**config.mk**
```make
export PLATFORM = sky130hd
export DESIGN_NAME = final_glide_transition_alert_unit_flat
export DESIGN_NICKNAME = d
export VERILOG_FILES = /design/src/rtl/fgta_pkg.sv /design/src/rtl/fgta_in_if.sv /design/src/rtl/fgta_out_if.sv /design/src/rtl/fgta_cfg.sv /design/src/rtl/fgta_filter.sv /design/src/rtl/fgta_core.sv /design/src/rtl/final_glide_transition_alert_unit.sv /design/src/flat_wrapper.sv
export SDC_FILE = /design/constraint.sdc
export NUM_CORES = 2
export LEC_CHECK = 0
export BUFFER_PORTS_ARGS = -buffer_cell sky130_fd_sc_hd__buf_4
export CAP_MARGIN = 40
export CORE_ASPECT_RATIO = 2
export CORE_MARGIN = 1.5
export CORE_UTILIZATION = 55
export CTS_BUF_LIST = sky130_fd_sc_hd__clkbuf_8 sky130_fd_sc_hd__clkbuf_16
export DETAILED_ROUTE_END_ITERATION = 16
export GPL_ROUTABILITY_DRIVEN = 0
export PLACE_DENSITY = 0.75
export SLEW_MARGIN = 20
export SYNTH_ARGS = -nofsm -noshare
export SYNTH_HDL_FRONTEND = slang
export SYNTH_SLANG_ARGS = --single-unit
```
**constraint.sdc**
```tcl
create_clock -name clk -period 9.5 [get_ports clk]
set_input_delay 0.95 -clock clk [delete_from_list [all_inputs] [get_ports clk]]
set_output_delay 0.95 -clock clk [all_outputs]
set_load 0.05 [all_outputs]
```
**src/rtl/fgta_pkg.sv**
```systemverilog
// ----------------------------------------------------------------------------
// fgta_pkg
// shared constants, register indexes and types of the final glide
// transition alert unit
// ----------------------------------------------------------------------------
package fgta_pkg;

    localparam int MARGIN_WIDTH_DEF = 24;
    localparam int TIME_WIDTH       = 32;
    localparam int CFG_DATA_WIDTH   = 32;
    localparam int CFG_INDEX_WIDTH  = 3;
    localparam int ALERT_WIDTH      = 2;
    localparam int COEF_WIDTH       = 16;
    localparam int FILT_SHIFT       = 16;

    // register indexes
    localparam logic [CFG_INDEX_WIDTH-1:0] REG_CHECK_INTERVAL = 3'd0;
    localparam logic [CFG_INDEX_WIDTH-1:0] REG_GAP_BEFORE     = 3'd1;
    localparam logic [CFG_INDEX_WIDTH-1:0] REG_GAP_FINAL      = 3'd2;
    localparam logic [CFG_INDEX_WIDTH-1:0] REG_UPPER_MARGIN   = 3'd3;
    localparam logic [CFG_INDEX_WIDTH-1:0] REG_LOWER_MARGIN   = 3'd4;
    localparam logic [CFG_INDEX_WIDTH-1:0] REG_REACH_MARGIN   = 3'd5;

    // register reset values
    localparam logic [TIME_WIDTH-1:0] RST_CHECK_INTERVAL = 32'd1000;
    localparam logic [TIME_WIDTH-1:0] RST_GAP_BEFORE     = 32'd300000;
    localparam logic [TIME_WIDTH-1:0] RST_GAP_FINAL      = 32'd60000;
    localparam int RST_UPPER_MARGIN = 12800;
    localparam int RST_LOWER_MARGIN = -12800;
    localparam int RST_REACH_MARGIN = 256;

    // filter coefficients, q0.16
    localparam logic [COEF_WIDTH-1:0] COEF_NEW = 16'd13107;
    localparam logic [COEF_WIDTH-1:0] COEF_OLD = 16'd52429;
    localparam logic [COEF_WIDTH-1:0] COEF_RND = 16'd32768;

    // alert codes
    localparam logic [ALERT_WIDTH-1:0] ALERT_NONE  = 2'd0;
    localparam logic [ALERT_WIDTH-1:0] ALERT_ABOVE = 2'd1;
    localparam logic [ALERT_WIDTH-1:0] ALERT_BELOW = 2'd2;

    // configuration set, upper and lower margins at full data width, reach one bit less
    typedef struct packed {
        logic [TIME_WIDTH-1:0]            check_interval;
        logic [TIME_WIDTH-1:0]            gap_before;
        logic [TIME_WIDTH-1:0]            gap_final;
        logic signed [CFG_DATA_WIDTH-1:0] upper_margin;
        logic signed [CFG_DATA_WIDTH-1:0] lower_margin;
        logic [CFG_DATA_WIDTH-2:0]        reach_margin;
    } fgta_cfg_t;

endpackage

```
**src/rtl/fgta_in_if.sv**
```systemverilog
// ----------------------------------------------------------------------------
// fgta_in_if
// update channel: one navigation update per transaction
// ----------------------------------------------------------------------------
interface fgta_in_if #(
    parameter int MARGIN_WIDTH = 24
);
    logic                           valid;
    logic                           ready;
    logic [31:0]                    time_ms;
    logic                           flying;
    logic                           has_task;
    logic                           on_final_glide;
    logic signed [MARGIN_WIDTH-1:0] altitude_margin;

    modport source (
        output valid, time_ms, flying, has_task, on_final_glide, altitude_margin,
        input  ready
    );

    modport sink (
        input  valid, time_ms, flying, has_task, on_final_glide, altitude_margin,
        output ready
    );
endinterface

```
**src/rtl/fgta_out_if.sv**
```systemverilog
// ----------------------------------------------------------------------------
// fgta_out_if
// result channel: alert code and filtered margin per transaction
// ----------------------------------------------------------------------------
interface fgta_out_if #(
    parameter int MARGIN_WIDTH = 24
);
    logic                           valid;
    logic                           ready;
    logic [1:0]                     alert;
    logic signed [MARGIN_WIDTH-1:0] filtered_margin;

    modport source (
        output valid, alert, filtered_margin,
        input  ready
    );

    modport sink (
        input  valid, alert, filtered_margin,
        output ready
    );
endinterface

```
**src/rtl/fgta_cfg.sv**
```systemverilog
// ----------------------------------------------------------------------------
// fgta_cfg
// configuration register file, write only
// ----------------------------------------------------------------------------
module fgta_cfg #(
    parameter int MARGIN_WIDTH = fgta_pkg::MARGIN_WIDTH_DEF
) (
    input  logic                                  clk,
    input  logic                                  rst_n,
    input  logic                                  cfg_we,
    input  logic [fgta_pkg::CFG_INDEX_WIDTH-1:0]  cfg_index,
    input  logic [fgta_pkg::CFG_DATA_WIDTH-1:0]   cfg_data,
    output fgta_pkg::fgta_cfg_t                   cfg
);
    import fgta_pkg::*;

    logic [TIME_WIDTH-1:0]          check_interval_reg;
    logic [TIME_WIDTH-1:0]          gap_before_reg;
    logic [TIME_WIDTH-1:0]          gap_final_reg;
    logic signed [MARGIN_WIDTH-1:0] upper_margin_reg;
    logic signed [MARGIN_WIDTH-1:0] lower_margin_reg;
    logic [MARGIN_WIDTH-2:0]        reach_margin_reg;

    always_ff @(posedge clk or negedge rst_n)
    begin
        if (!rst_n)
        begin
            check_interval_reg <= RST_CHECK_INTERVAL;
            gap_before_reg     <= RST_GAP_BEFORE;
            gap_final_reg      <= RST_GAP_FINAL;
            upper_margin_reg   <= MARGIN_WIDTH'(RST_UPPER_MARGIN);
            lower_margin_reg   <= MARGIN_WIDTH'(RST_LOWER_MARGIN);
            reach_margin_reg   <= (MARGIN_WIDTH-1)'(RST_REACH_MARGIN);
        end
        else if (cfg_we)
        begin
            case (cfg_index)
                REG_CHECK_INTERVAL: check_interval_reg <= cfg_data[TIME_WIDTH-1:0];
                REG_GAP_BEFORE:     gap_before_reg     <= cfg_data[TIME_WIDTH-1:0];
                REG_GAP_FINAL:      gap_final_reg      <= cfg_data[TIME_WIDTH-1:0];
                REG_UPPER_MARGIN:   upper_margin_reg   <= cfg_data[MARGIN_WIDTH-1:0];
                REG_LOWER_MARGIN:   lower_margin_reg   <= cfg_data[MARGIN_WIDTH-1:0];
                REG_REACH_MARGIN:   reach_margin_reg   <= cfg_data[MARGIN_WIDTH-2:0];
                default:            ;
            endcase
        end
    end

    always_comb
    begin
        cfg.check_interval = check_interval_reg;
        cfg.gap_before     = gap_before_reg;
        cfg.gap_final      = gap_final_reg;
        cfg.upper_margin   = CFG_DATA_WIDTH'(upper_margin_reg);
        cfg.lower_margin   = CFG_DATA_WIDTH'(lower_margin_reg);
        cfg.reach_margin   = (CFG_DATA_WIDTH-1)'(reach_margin_reg);
    end

endmodule

```
**src/rtl/fgta_filter.sv**
```systemverilog
// ----------------------------------------------------------------------------
// fgta_filter
// first order low-pass step, 0.2 new / 0.8 old, rounded and saturated
// ----------------------------------------------------------------------------
module fgta_filter #(
    parameter int MARGIN_WIDTH = fgta_pkg::MARGIN_WIDTH_DEF
) (
    input  logic signed [MARGIN_WIDTH-1:0] margin,
    input  logic signed [MARGIN_WIDTH-1:0] prev,
    output logic signed [MARGIN_WIDTH-1:0] filtered
);
    import fgta_pkg::*;

    localparam int PW = MARGIN_WIDTH + COEF_WIDTH + 1;
    localparam int SW = MARGIN_WIDTH + COEF_WIDTH + 3;
    localparam logic signed [SW-1:0] SAT_HI =
        {{(SW-MARGIN_WIDTH+1){1'b0}}, {(MARGIN_WIDTH-1){1'b1}}};
    localparam logic signed [SW-1:0] SAT_LO = ~SAT_HI;

    logic signed [PW-1:0] new_term;
    logic signed [PW-1:0] old_term;
    logic signed [SW-1:0] sum_w;
    logic signed [SW-1:0] shifted;

    always_comb
    begin
        new_term = margin * $signed({1'b0, COEF_NEW});
        old_term = prev * $signed({1'b0, COEF_OLD});
        sum_w    = SW'(new_term) + SW'(old_term) + $signed(SW'(COEF_RND));
        shifted  = sum_w >>> FILT_SHIFT;
        if (shifted > SAT_HI)
            filtered = SAT_HI[MARGIN_WIDTH-1:0];
        else if (shifted < SAT_LO)
            filtered = SAT_LO[MARGIN_WIDTH-1:0];
        else
            filtered = shifted[MARGIN_WIDTH-1:0];
    end

endmodule

```
**src/rtl/fgta_core.sv**
```systemverilog
// ----------------------------------------------------------------------------
// fgta_core
// check and notify timers, hysteresis state and event decision
// ----------------------------------------------------------------------------
module fgta_core #(
    parameter int MARGIN_WIDTH = fgta_pkg::MARGIN_WIDTH_DEF
) (
    input  logic                                 clk,
    input  logic                                 rst_n,
    input  fgta_pkg::fgta_cfg_t                  cfg,
    input  logic                                 step,
    input  logic [fgta_pkg::TIME_WIDTH-1:0]      time_ms,
    input  logic                                 flying,
    input  logic                                 has_task,
    input  logic                                 on_final_glide,
    input  logic signed [MARGIN_WIDTH-1:0]       altitude_margin,
    output logic [fgta_pkg::ALERT_WIDTH-1:0]     alert,
    output logic signed [MARGIN_WIDTH-1:0]       filtered_margin
);
    import fgta_pkg::*;

    logic signed [MARGIN_WIDTH-1:0] filt_reg, filt_next;
    logic signed [MARGIN_WIDTH-1:0] rem_reg, rem_next;
    logic [TIME_WIDTH-1:0]          chk_time_reg, chk_time_next;
    logic                           chk_valid_reg, chk_valid_next;
    logic [TIME_WIDTH-1:0]          alr_time_reg, alr_time_next;
    logic                           alr_valid_reg, alr_valid_next;

    logic signed [MARGIN_WIDTH-1:0] filt_new;
    logic signed [MARGIN_WIDTH-1:0] upper;
    logic signed [MARGIN_WIDTH-1:0] lower;
    logic signed [MARGIN_WIDTH:0]   reach_pos;
    logic signed [MARGIN_WIDTH:0]   reach_neg;
    logic signed [MARGIN_WIDTH:0]   f_ext;
    logic signed [MARGIN_WIDTH:0]   rem_ext;
    logic [TIME_WIDTH:0]            chk_due;
    logic [TIME_WIDTH:0]            alr_due;
    logic [TIME_WIDTH-1:0]          gap;
    logic                           active;
    logic                           restart;
    logic                           check;
    logic                           cond;
    logic                           notify_ok;
    logic                           fire;

    fgta_filter #(
        .MARGIN_WIDTH (MARGIN_WIDTH)
    ) u_filter (
        .margin   (altitude_margin),
        .prev     (filt_reg),
        .filtered (filt_new)
    );

    always_comb
    begin
        upper     = cfg.upper_margin[MARGIN_WIDTH-1:0];
        lower     = cfg.lower_margin[MARGIN_WIDTH-1:0];
        reach_pos = $signed({2'b00, cfg.reach_margin[MARGIN_WIDTH-2:0]});
        reach_neg = -reach_pos;

        active  = flying && (time_ms != '0);
        restart = !chk_valid_reg || (time_ms < chk_time_reg);
        chk_due = {1'b0, chk_time_reg} + {1'b0, cfg.check_interval};
        check   = active && (restart || ({1'b0, time_ms} >= chk_due));

        filt_next      = filt_reg;
        rem_next       = rem_reg;
        chk_time_next  = chk_time_reg;
        chk_valid_next = chk_valid_reg;
        alr_time_next  = alr_time_reg;
        alr_valid_next = alr_valid_reg;
        cond           = 1'b0;
        gap            = cfg.gap_before;
        alert          = ALERT_NONE;

        if (has_task)
            filt_next = filt_new;
        f_ext   = (MARGIN_WIDTH+1)'(filt_new);
        rem_ext = (MARGIN_WIDTH+1)'(rem_reg);

        if (check)
        begin
            chk_time_next  = time_ms;
            chk_valid_next = 1'b1;
            if (has_task)
            begin
                if (!on_final_glide)
                begin
                    if (filt_new > upper && rem_reg < lower)
                        cond = 1'b1;
                    else if (filt_new < lower)
                        rem_next = filt_new;
                end
                else
                begin
                    gap = cfg.gap_final;
                    if (rem_reg < lower && f_ext > reach_pos)
                        cond = 1'b1;
                    else if (rem_ext > reach_pos && filt_new < lower)
                    begin
                        rem_next = filt_new;
                        cond     = 1'b1;
                    end
                end
            end
        end
        else
        begin
            filt_next = filt_reg;
        end

        alr_due   = {1'b0, alr_time_reg} + {1'b0, gap};
        notify_ok = !alr_valid_reg || (time_ms < alr_time_reg) ||
                    ({1'b0, time_ms} >= alr_due);
        fire      = check && cond && notify_ok && !restart;

        if (fire)
        begin
            alr_time_next  = time_ms;
            alr_valid_next = 1'b1;
            rem_next       = filt_new;
            if (f_ext > reach_pos)
                alert = ALERT_ABOVE;
            else if (f_ext < reach_neg)
                alert = ALERT_BELOW;
        end

        if (check && restart)
        begin
            alr_valid_next = 1'b0;
            rem_next       = filt_next;
        end

        filtered_margin = filt_next;
    end

    always_ff @(posedge clk or negedge rst_n)
    begin
        if (!rst_n)
        begin
            filt_reg      <= '0;
            rem_reg       <= '0;
            chk_time_reg  <= '0;
            chk_valid_reg <= 1'b0;
            alr_time_reg  <= '0;
            alr_valid_reg <= 1'b0;
        end
        else if (step)
        begin
            filt_reg      <= filt_next;
            rem_reg       <= rem_next;
            chk_time_reg  <= chk_time_next;
            chk_valid_reg <= chk_valid_next;
            alr_time_reg  <= alr_time_next;
            alr_valid_reg <= alr_valid_next;
        end
    end

endmodule

```
**src/rtl/final_glide_transition_alert_unit.sv**
```systemverilog
// ----------------------------------------------------------------------------
// final_glide_transition_alert_unit
// final glide transition alert: filters the altitude margin of each
// navigation update and raises above / below final glide events
//
// in_ch takes one update per transaction (valid/ready), out_ch returns one
// result per update, in order: alert code and filtered margin.
// an update sits in an input register; the filter and event logic run
// between that register and the result register, which drives out_ch.
// throughput is one update per cycle while out_ch does not stall; the
// filter/decision path against the state registers sets that figure.
// while out_ch stalls, the input register still takes one more update;
// in_ch.ready then drops until the result register is emptied.
// the user must write configuration through cfg_we / cfg_index / cfg_data
// only while no update is in flight (not enforced); unknown indexes are ignored.
// reset empties both registers, loads the register defaults and clears
// the filter, remembered margin and both timers.
// ----------------------------------------------------------------------------
module final_glide_transition_alert_unit #(
    parameter int MARGIN_WIDTH = fgta_pkg::MARGIN_WIDTH_DEF
) (
    input  logic                                 clk,
    input  logic                                 rst_n,
    input  logic                                 cfg_we,
    input  logic [fgta_pkg::CFG_INDEX_WIDTH-1:0] cfg_index,
    input  logic [fgta_pkg::CFG_DATA_WIDTH-1:0]  cfg_data,
    fgta_in_if.sink                              in_ch,
    fgta_out_if.source                           out_ch
);
    import fgta_pkg::*;

    fgta_cfg_t cfg;

    logic                           in_valid_reg, in_valid_next;
    logic [TIME_WIDTH-1:0]          in_time_reg;
    logic                           in_flying_reg;
    logic                           in_task_reg;
    logic                           in_final_reg;
    logic signed [MARGIN_WIDTH-1:0] in_margin_reg;

    logic                           out_valid_reg, out_valid_next;
    logic [ALERT_WIDTH-1:0]         out_alert_reg;
    logic signed [MARGIN_WIDTH-1:0] out_filt_reg;

    logic                           advance;
    logic                           step;
    logic                           in_take;
    logic [ALERT_WIDTH-1:0]         core_alert;
    logic signed [MARGIN_WIDTH-1:0] core_filt;

    fgta_cfg #(
        .MARGIN_WIDTH (MARGIN_WIDTH)
    ) u_cfg (
        .clk       (clk),
        .rst_n     (rst_n),
        .cfg_we    (cfg_we),
        .cfg_index (cfg_index),
        .cfg_data  (cfg_data),
        .cfg       (cfg)
    );

    fgta_core #(
        .MARGIN_WIDTH (MARGIN_WIDTH)
    ) u_core (
        .clk             (clk),
        .rst_n           (rst_n),
        .cfg             (cfg),
        .step            (step),
        .time_ms         (in_time_reg),
        .flying          (in_flying_reg),
        .has_task        (in_task_reg),
        .on_final_glide  (in_final_reg),
        .altitude_margin (in_margin_reg),
        .alert           (core_alert),
        .filtered_margin (core_filt)
    );

    always_comb
    begin
        advance  = !out_valid_reg || out_ch.ready;
        step     = in_valid_reg && advance;
        in_ch.ready = !in_valid_reg || advance;
        in_take  = in_ch.valid && in_ch.ready;

        if (in_ch.ready)
            in_valid_next = in_ch.valid;
        else
            in_valid_next = in_valid_reg;

        if (advance)
            out_valid_next = in_valid_reg;
        else
            out_valid_next = out_valid_reg;

        out_ch.valid           = out_valid_reg;
        out_ch.alert           = out_alert_reg;
        out_ch.filtered_margin = out_filt_reg;
    end

    always_ff @(posedge clk or negedge rst_n)
    begin
        if (!rst_n)
        begin
            in_valid_reg  <= 1'b0;
            out_valid_reg <= 1'b0;
        end
        else
        begin
            in_valid_reg  <= in_valid_next;
            out_valid_reg <= out_valid_next;
        end
    end

    always_ff @(posedge clk)
    begin
        if (in_take)
        begin
            in_time_reg   <= in_ch.time_ms;
            in_flying_reg <= in_ch.flying;
            in_task_reg   <= in_ch.has_task;
            in_final_reg  <= in_ch.on_final_glide;
            in_margin_reg <= in_ch.altitude_margin;
        end
        if (step)
        begin
            out_alert_reg <= core_alert;
            out_filt_reg  <= core_filt;
        end
    end

endmodule

```
**src/flat_wrapper.sv**
```systemverilog
// flat-port wrapper written by rule: the top's interface ports become plain ports
module final_glide_transition_alert_unit_flat import fgta_pkg::*;
#(
    parameter int MARGIN_WIDTH = fgta_pkg::MARGIN_WIDTH_DEF
)
  (clk, rst_n, cfg_we, cfg_index, cfg_data, in_ch_valid, in_ch_time_ms, in_ch_flying, in_ch_has_task, in_ch_on_final_glide, in_ch_altitude_margin, in_ch_ready, out_ch_valid, out_ch_alert, out_ch_filtered_margin, out_ch_ready);
  fgta_in_if #(.MARGIN_WIDTH(MARGIN_WIDTH)) in_ch_i ();
  fgta_out_if #(.MARGIN_WIDTH(MARGIN_WIDTH)) out_ch_i ();
  input  logic clk;
  input  logic rst_n;
  input  logic cfg_we;
  input  logic [fgta_pkg::CFG_INDEX_WIDTH-1:0] cfg_index;
  input  logic [fgta_pkg::CFG_DATA_WIDTH-1:0] cfg_data;
  input wire logic [$bits(in_ch_i.valid)-1:0] in_ch_valid;
  input wire logic [$bits(in_ch_i.time_ms)-1:0] in_ch_time_ms;
  input wire logic [$bits(in_ch_i.flying)-1:0] in_ch_flying;
  input wire logic [$bits(in_ch_i.has_task)-1:0] in_ch_has_task;
  input wire logic [$bits(in_ch_i.on_final_glide)-1:0] in_ch_on_final_glide;
  input wire logic [$bits(in_ch_i.altitude_margin)-1:0] in_ch_altitude_margin;
  output wire logic [$bits(in_ch_i.ready)-1:0] in_ch_ready;
  output wire logic [$bits(out_ch_i.valid)-1:0] out_ch_valid;
  output wire logic [$bits(out_ch_i.alert)-1:0] out_ch_alert;
  output wire logic [$bits(out_ch_i.filtered_margin)-1:0] out_ch_filtered_margin;
  input wire logic [$bits(out_ch_i.ready)-1:0] out_ch_ready;
  assign in_ch_i.valid = in_ch_valid;
  assign in_ch_i.time_ms = in_ch_time_ms;
  assign in_ch_i.flying = in_ch_flying;
  assign in_ch_i.has_task = in_ch_has_task;
  assign in_ch_i.on_final_glide = in_ch_on_final_glide;
  assign in_ch_i.altitude_margin = in_ch_altitude_margin;
  assign in_ch_ready = in_ch_i.ready;
  assign out_ch_valid = out_ch_i.valid;
  assign out_ch_alert = out_ch_i.alert;
  assign out_ch_filtered_margin = out_ch_i.filtered_margin;
  assign out_ch_i.ready = out_ch_ready;
  final_glide_transition_alert_unit #(.MARGIN_WIDTH(MARGIN_WIDTH)) u_core (.clk(clk), .rst_n(rst_n), .cfg_we(cfg_we), .cfg_index(cfg_index), .cfg_data(cfg_data), .in_ch(in_ch_i), .out_ch(out_ch_i));
endmodule
```
# Yosys cells after proc, flatten, opt, wreduce, memory -nomap -nowiden
# Index checks and enable logic that the tools add are counted.
[totals] reg_bits=368 inputBits=99 output_inout_bits=28 elab_cells=115
[classes] addsub=5 n_mul=2 magnitude_cmp=12 n_eq_ne=8 n_mux=26 bitwise_logic=1 reduce_logical=39
[op_table] op="24-bit 2-to-1 mux" count=13
[op_table] op="32-bit 2-to-1 mux" count=3
[op_table] op="24-bit > comparator" count=3
[op_table] op="32-bit by 32-bit adder with 33-bit output" count=2
[op_table] op="32-bit by 33-bit greater-or-equal comparator with 1-bit output" count=2
[op_table] op="32-bit < comparator" count=2
[op_table] op="24-bit < comparator" count=2
[op_table] op="42-bit by 17-bit adder with 43-bit output (second input constant)" count=1
[op_table] op="39-bit by 41-bit adder with 42-bit output" count=1
[op_table] op="24-bit by 17-bit multiplier with 41-bit output (second input constant)" count=1
[op_table] op="24-bit by 15-bit multiplier with 39-bit output (second input constant)" count=1
[op_table] op="32-bit nonzero test" count=1
[op_table] op="27-bit by 24-bit > comparator with 1-bit output (second input constant)" count=1
[op_table] op="27-bit by 24-bit < comparator with 1-bit output (second input constant)" count=1
[op_table] op="24-bit by 25-bit < comparator with 1-bit output" count=1
[op_table] op="23-bit negator with 25-bit output" count=1
[op_table] op="2-bit AND reduction" count=9
[op_table] op="1-bit logical AND" count=11
[op_table] op="1-bit 2-to-1 mux" count=9
[op_table] op="4-bit inequality test (second input constant)" count=2
[op_table] op="7-bit AND reduction" count=1
[op_table] op="3-bit by 2-bit equality test with 1-bit output (second input constant)" count=2
[op_table] op="3-bit equality test (second input constant)" count=2
[op_table] op="1-bit logical OR" count=6
[op_table] op="10 further kinds" count=15

# Depth between registers and ports, before layout
[depth] word_depth=18 mapped_depth=52 depth_no_buf=49

# Hierarchy
# From an unflattened synthesis, not the netlist that was laid out.
[unflattened] cells_unflattened=3741 hier_area_um2=39351.5
[modules_own_cells] mod="fgta_core" n_inst=1 cells_per_inst=1683 area_per_inst_um2=15127.0 seq_area_each_um2=2852.7
[modules_own_cells] mod="fgta_filter" n_inst=1 cells_per_inst=1582 area_per_inst_um2=15024.4 seq_area_each_um2=0.0
[modules_own_cells] mod="fgta_cfg" n_inst=1 cells_per_inst=383 area_per_inst_um2=6543.8 seq_area_each_um2=4226.6
[modules_own_cells] mod="final_glide_transition_alert_unit" n_inst=1 cells_per_inst=93 area_per_inst_um2=2656.3 seq_area_each_um2=2602.5

# Worst setup path after synthesis
# No wires, ideal clock.
[synth_path] kind="register -> register" from="register u_core.u_core.filt_reg[23]" to="register u_core.u_core.rem_reg[0]" setup_time_ps=125 arrival_time_ps=10104 t_required_ps=9375 setup_slack_ps=-729 stages_incl_launch_ff=38 n_path_buf=5 synth_period_minus_slack_ps=10229 cell_sequence="dfrtp_1 > clkbuf_1 > clkinv_1 > fa_1 > clkbuf_1 > o2bb2ai_1 > o21ai_0 > o211ai_1 > xnor2_1 > fa_1 > inv_1 > fa_1 > fa_1 > inv_1 > fa_1 > ha_1 > a21o_1 > a21o_1 > [2 not listed] > o211ai_1 > o32ai_1 > clkbuf_1 > a21o_1 > ha_1 > a21o_1 > a21o_1 > a21o_1 > a21o_1 > a221oi_1 > o211ai_1 > or4b_2 > a21oi_1 > or2_2 > a311o_1 > buf_6 > buf_6 > mux2_4"
[synth_via] elab_chain_len=18 word_cells_on_any_way=40 classes_between="add/sub: 2; mul: 1; order compare: 5; eq/ne: 3; mux: 19; reduce/logical: 10"
[synth_rtl] element="from (decl)" line="fgta_core.sv:22" text="logic signed [MARGIN_WIDTH-1:0] filt_reg, filt_next;"
[synth_rtl] element="from (signal assigned)" line="fgta_core.sv:150" text="filt_reg <= filt_next;"
[synth_rtl] element="24-bit by 17-bit multiplier with 41-bit output *" line="fgta_filter.sv:28" text="old_term = prev * $signed({1'b0, COEF_OLD});"
[synth_rtl] element="39-bit by 41-bit adder with 42-bit output *" line="fgta_filter.sv:29" text="sum_w = SW'(new_term) + SW'(old_term) + $signed(SW'(COEF_RND));"
[synth_rtl] element="42-bit by 17-bit adder with 43-bit output *" line="fgta_filter.sv:29"
[synth_rtl] element="27-bit by 24-bit < comparator with 1-bit output" line="fgta_filter.sv:33" text="else if (shifted < SAT_LO)"
[synth_rtl] element="24-bit 2-to-1 mux" line="fgta_filter.sv:33"
[synth_rtl] element="24-bit 2-to-1 mux *" line="fgta_filter.sv:31" text="if (shifted > SAT_HI)"
[synth_rtl] element="24-bit < comparator" line="fgta_core.sv:91, fgta_core.sv:99"
[synth_rtl] element="1-bit logical AND" line="fgta_core.sv:99" text="else if (rem_ext > reach_pos && filt_new < lower)"
[synth_rtl] element="1-bit 2-to-1 mux" line="fgta_core.sv:99"
[synth_rtl] element="1-bit 2-to-1 mux" line="fgta_core.sv:97" text="if (rem_reg < lower && f_ext > reach_pos)"
[synth_rtl] element="1-bit 2-to-1 mux" line="fgta_core.sv:87" text="if (!on_final_glide)"
[synth_rtl] element="1-bit 2-to-1 mux" line="fgta_core.sv:85" text="if (has_task)"
[synth_rtl] element="1-bit 2-to-1 mux" line="fgta_core.sv:81" text="if (check)"
[synth_rtl] element="1-bit logical AND (3 in a row)" line="fgta_core.sv:115" text="fire = check && cond && notify_ok && !restart;"
[synth_rtl] element="4-bit inequality test (no source line) (tied with other cells)"
[synth_rtl] element="7-bit AND reduction (no source line) or 24-bit 2-to-1 mux (tied branches)"
[synth_rtl] element="to (signal assigned)" line="fgta_core.sv:151" text="rem_reg <= rem_next;"
[synth_rtl] element="to (decl)" line="fgta_core.sv:23" text="logic signed [MARGIN_WIDTH-1:0] rem_reg, rem_next;"
# Mark *: on every way between the ends. The rest lies on a longest branch, timed or not. The select of a mux whose other input is x is not followed.
# A chain may end at the register's enable or synchronous reset.

# Worst setup path after layout
[layout_path] from="register u_core.in_margin_reg[9]" to="register u_core.u_core.rem_reg[22]"
[layout_via] elab_chain_len=18 word_cells_on_any_way=40 classes_between="add/sub: 2; mul: 1; order compare: 5; eq/ne: 3; mux: 19; reduce/logical: 10"
[layout_rtl] element="from (decl)" line="final_glide_transition_alert_unit.sv:39" text="logic signed [MARGIN_WIDTH-1:0] in_margin_reg;"
[layout_rtl] element="from (signal assigned)" line="final_glide_transition_alert_unit.sv:122" text="in_margin_reg <= in_ch.altitude_margin;"
[layout_rtl] element="24-bit by 15-bit multiplier with 39-bit output *" line="fgta_filter.sv:27" text="new_term = margin * $signed({1'b0, COEF_NEW});"
[layout_rtl] element="39-bit by 41-bit adder with 42-bit output *" line="fgta_filter.sv:29"
[layout_rtl] element="42-bit by 17-bit adder with 43-bit output *" line="fgta_filter.sv:29"
[layout_rtl] element="27-bit by 24-bit < comparator with 1-bit output" line="fgta_filter.sv:33"
[layout_rtl] element="24-bit 2-to-1 mux" line="fgta_filter.sv:33"
[layout_rtl] element="24-bit 2-to-1 mux *" line="fgta_filter.sv:31"
[layout_rtl] element="24-bit < comparator" line="fgta_core.sv:91, fgta_core.sv:99"
[layout_rtl] element="1-bit logical AND" line="fgta_core.sv:99"
[layout_rtl] element="1-bit 2-to-1 mux" line="fgta_core.sv:99"
[layout_rtl] element="1-bit 2-to-1 mux" line="fgta_core.sv:97"
[layout_rtl] element="1-bit 2-to-1 mux" line="fgta_core.sv:87"
[layout_rtl] element="1-bit 2-to-1 mux" line="fgta_core.sv:85"
[layout_rtl] element="1-bit 2-to-1 mux" line="fgta_core.sv:81"
[layout_rtl] element="1-bit logical AND (3 in a row)" line="fgta_core.sv:115"
[layout_rtl] element="4-bit inequality test (no source line) (tied with other cells)"
[layout_rtl] element="7-bit AND reduction (no source line) or 24-bit 2-to-1 mux (tied branches)"
# Marked as above.

==> results_dict.tcl <==
set metrics [dict create \
    status "finished with violations" \
    violations "negative setup slack" \
    grt_first_pass_wirelength_um 193000 \
    grt-ovfl-total 0 \
    die_y_um 378 \
    synth-async-reset-ratio_pct 76.9 \
    start_kind "flip-flop" \
    reg2reg_depth 41 \
    cts.sinks 368 \
    synthTopCellsByCount "741 x inv_1, 602 x ha_1, 359 x fa_1" \
    synth_warnings 0 \
    antenna_found_initial 3 \
    cts_buffer_depth 3 \
    period_minus_slack_ps 11000 \
    core_mm2 0.0696 \
    synth_cell_types 85 \
    dp_worst_setup_slack_ps -2070 \
    synth_top_area_cell "ha_1" \
    maxSlewViolCount 0 \
    slew-limit-headroom_pct 39.1 \
    ios 127 \
    numCtsBuffers 39 \
    path_clk_slew_ps 70 \
    crit_type "reg -> reg" \
    crit_arrival_ps 11490 \
    synth_area_per_cell_um2 10.3 \
    grtUsageMet2_pct 65.3 \
    synthFlopType "dfrtp_1" \
    critPathMaxStageDelay_ps 540 \
    rrSetupSlack_ps -1500 \
    setup_violations 59 \
    met1_usage_pct 31.5 \
    grt_pass1_vias 35100 \
    syn_area_mm2 0.0387 \
    crit_fanout 6 \
    cts_tree "built" \
    synth_edf_count 85 \
    syn_inst 3745 \
    hold_class "in -> async" \
    cp_num_buf_inv 12 \
    ctsHoldBuffers 0 \
    grt_max_degree 104 \
    wl_per_cell_um 24.2 \
    h-tree-depth 2 \
    drive_above_1_share_pct 31.6 \
    ys_seq_area_share_pct 25.0 \
    dr.first_iter.drc_count 1835 \
    hold_viol 0 \
    grt_use_total_pct 36.2 \
    max_freq_ghz 0.0909 \
    hpwl_um 101000 \
    dpl_cell_area_mm2 0.0457 \
    wl_um 131000 \
    area_growth_pct 26.5 \
    min_period_over_period_pct 116 \
    crit_family "adder cells" \
    worstMarginPinSlew_ps 891 \
    busiest_layer "met2" \
    dieArea_mm2 0.0720 \
    fillers 4903 \
    crit_top_cell "fa_1" \
    grtUsageMet3_pct 8.25 \
    tns_ps -77890 \
    nNetsFinal 5559 \
    clk-insertion-delay-late_ps 610 \
    cts-root-buf "clkbuf_16" \
    fin_util_pct 70.3 \
    synth_top_area_share_pct 19.5 \
    die_w_um 191 \
    num_vias 32300 \
    final_cell_area_mm2 0.0489 \
    timing.rr.end "u_core.u_core.rem_reg[22]" \
    syn-num-nets 4805 \
    drc 0 \
    critPathRequiredTime_ps 9990 \
    start_util_pct 55.6 \
    yosysMostFrequentCell "inv_1" \
    clock_skew_ps 27.9 \
    postRouteAntennaNets 0 \
    fin_ws_ps -1500 \
    synth.area.top_cells "ha_1 19%, fa_1 19%, dfrtp_1 16%" \
    end_kind "flip-flop" \
    cp_slowest_cell "fa_2" \
    num_rows 137 \
    ys_ff_latch 368 \
    rsz0062_at_grt "true" \
    r2r_start "u_core.in_margin_reg[9]" \
    avgViaCountPerCell 5.94 \
    maxCapViolCount 0 \
    port_buffers 126 \
    drt_first_pass_iters 6 \
]
-- area by class of cell --
| class | instances | area [um^2] | area share (%) |
|---|---|---|---|
| Multi-Input combinational cell | 2563 | 27600 | 56.4 |
| Clock inverter | 26 | 208 | 0.424 |
| Timing Repair Buffer | 785 | 6420 | 13.1 |
| Antenna cell | 2 | 5.00 | 0.0102 |
| Tap cell | 903 | 1130 | 2.31 |
| Clock buffer | 46 | 1090 | 2.24 |
| Sequential cell | 368 | 9700 | 19.8 |
| Inverter | 742 | 2790 | 5.70 |
-- repair_timing --
action | CTS | global route
setup endpoints to repair | 59 | 59
gates resized for setup | 97 | 196
cloned | 5 | 6
buffers inserted | 30 | 35
pin swaps | 73 | 128
-- through the flow --
step | hold slack, ps | cells
finish | 392 | 5435
floorplan | 457 | 3745
detailed placement | 477 | 5288
global placement | 468 | 5284
CTS | 438 | 5393
global route | 451 | 5433
-- worst max path at each step --
stage	startpoint	end	cells after the start	slack (ps)
after floorplan	u_core.u_core.filt_reg[14]	u_core.u_core.rem_reg[0]	39	0.02
after global placement	u_core.u_cfg.check_interval_reg[1]	u_core.u_core.rem_reg[20]	52	-1920
after detailed placement	u_core.u_cfg.check_interval_reg[1]	u_core.u_core.rem_reg[22]	52	-2070
after CTS	u_core.u_core.chk_time_reg[1]	u_core.u_core.rem_reg[20]	51	-1010
after global routing	u_core.in_margin_reg[9]	u_core.u_core.rem_reg[19]	43	-1610
final	u_core.in_margin_reg[9]	u_core.u_core.rem_reg[22]	41	-1500
-- metal layers --
metal  part of all wire, %  wire, um
met5                     0         0
met4                    12     16400
met3                   6.2      8190
met2                    51     67300
met1                    30     39600
-- logic make-up (layout without fill, tap and decap cells) --
kind of cell               after synthesis  in the layout  share of synthesized area (%)
other                                    0              2                              0
AOI/OAI and AO/OA                      624            624                           10.5
muxes                                  281            281                           8.39
xor gates and xnor gates               124            124                           2.81
buffers and inverters                  814           1599                           7.96
DFF                                    368            368                           25.0
adders and majority gates              961            961                           38.0
and+or+nand+nor                        573            573                           7.26
-- layout by cell type (no fill, tap or decap), drive strengths merged, types with 58 or more instances in the layout --
cell type and n:
xnor2 71, fa 359, buf 777, nor2 84, inv 753, nand3 58, nand2 213, ha 602
dfrtp 245, a21o 129, edfxtp 85, a21oi 142, o21ai 160, mux2 276
-- worst reg2reg max path: cells and delay by family (launching register included) --
family,cells,cell delay (ps)
adder cells (fa/ha/maj),10,4410
AO/OA/AOI/OAI,11,2810
buffers and inverters,12,1500
AND/OR/NAND/NOR,7,1350
flip-flops,1,510
multiplexers,1,310
Power is left out: the tool's default activity adds up to more than one toggle a clock period on the data nets, which glitch-free logic cannot reach.
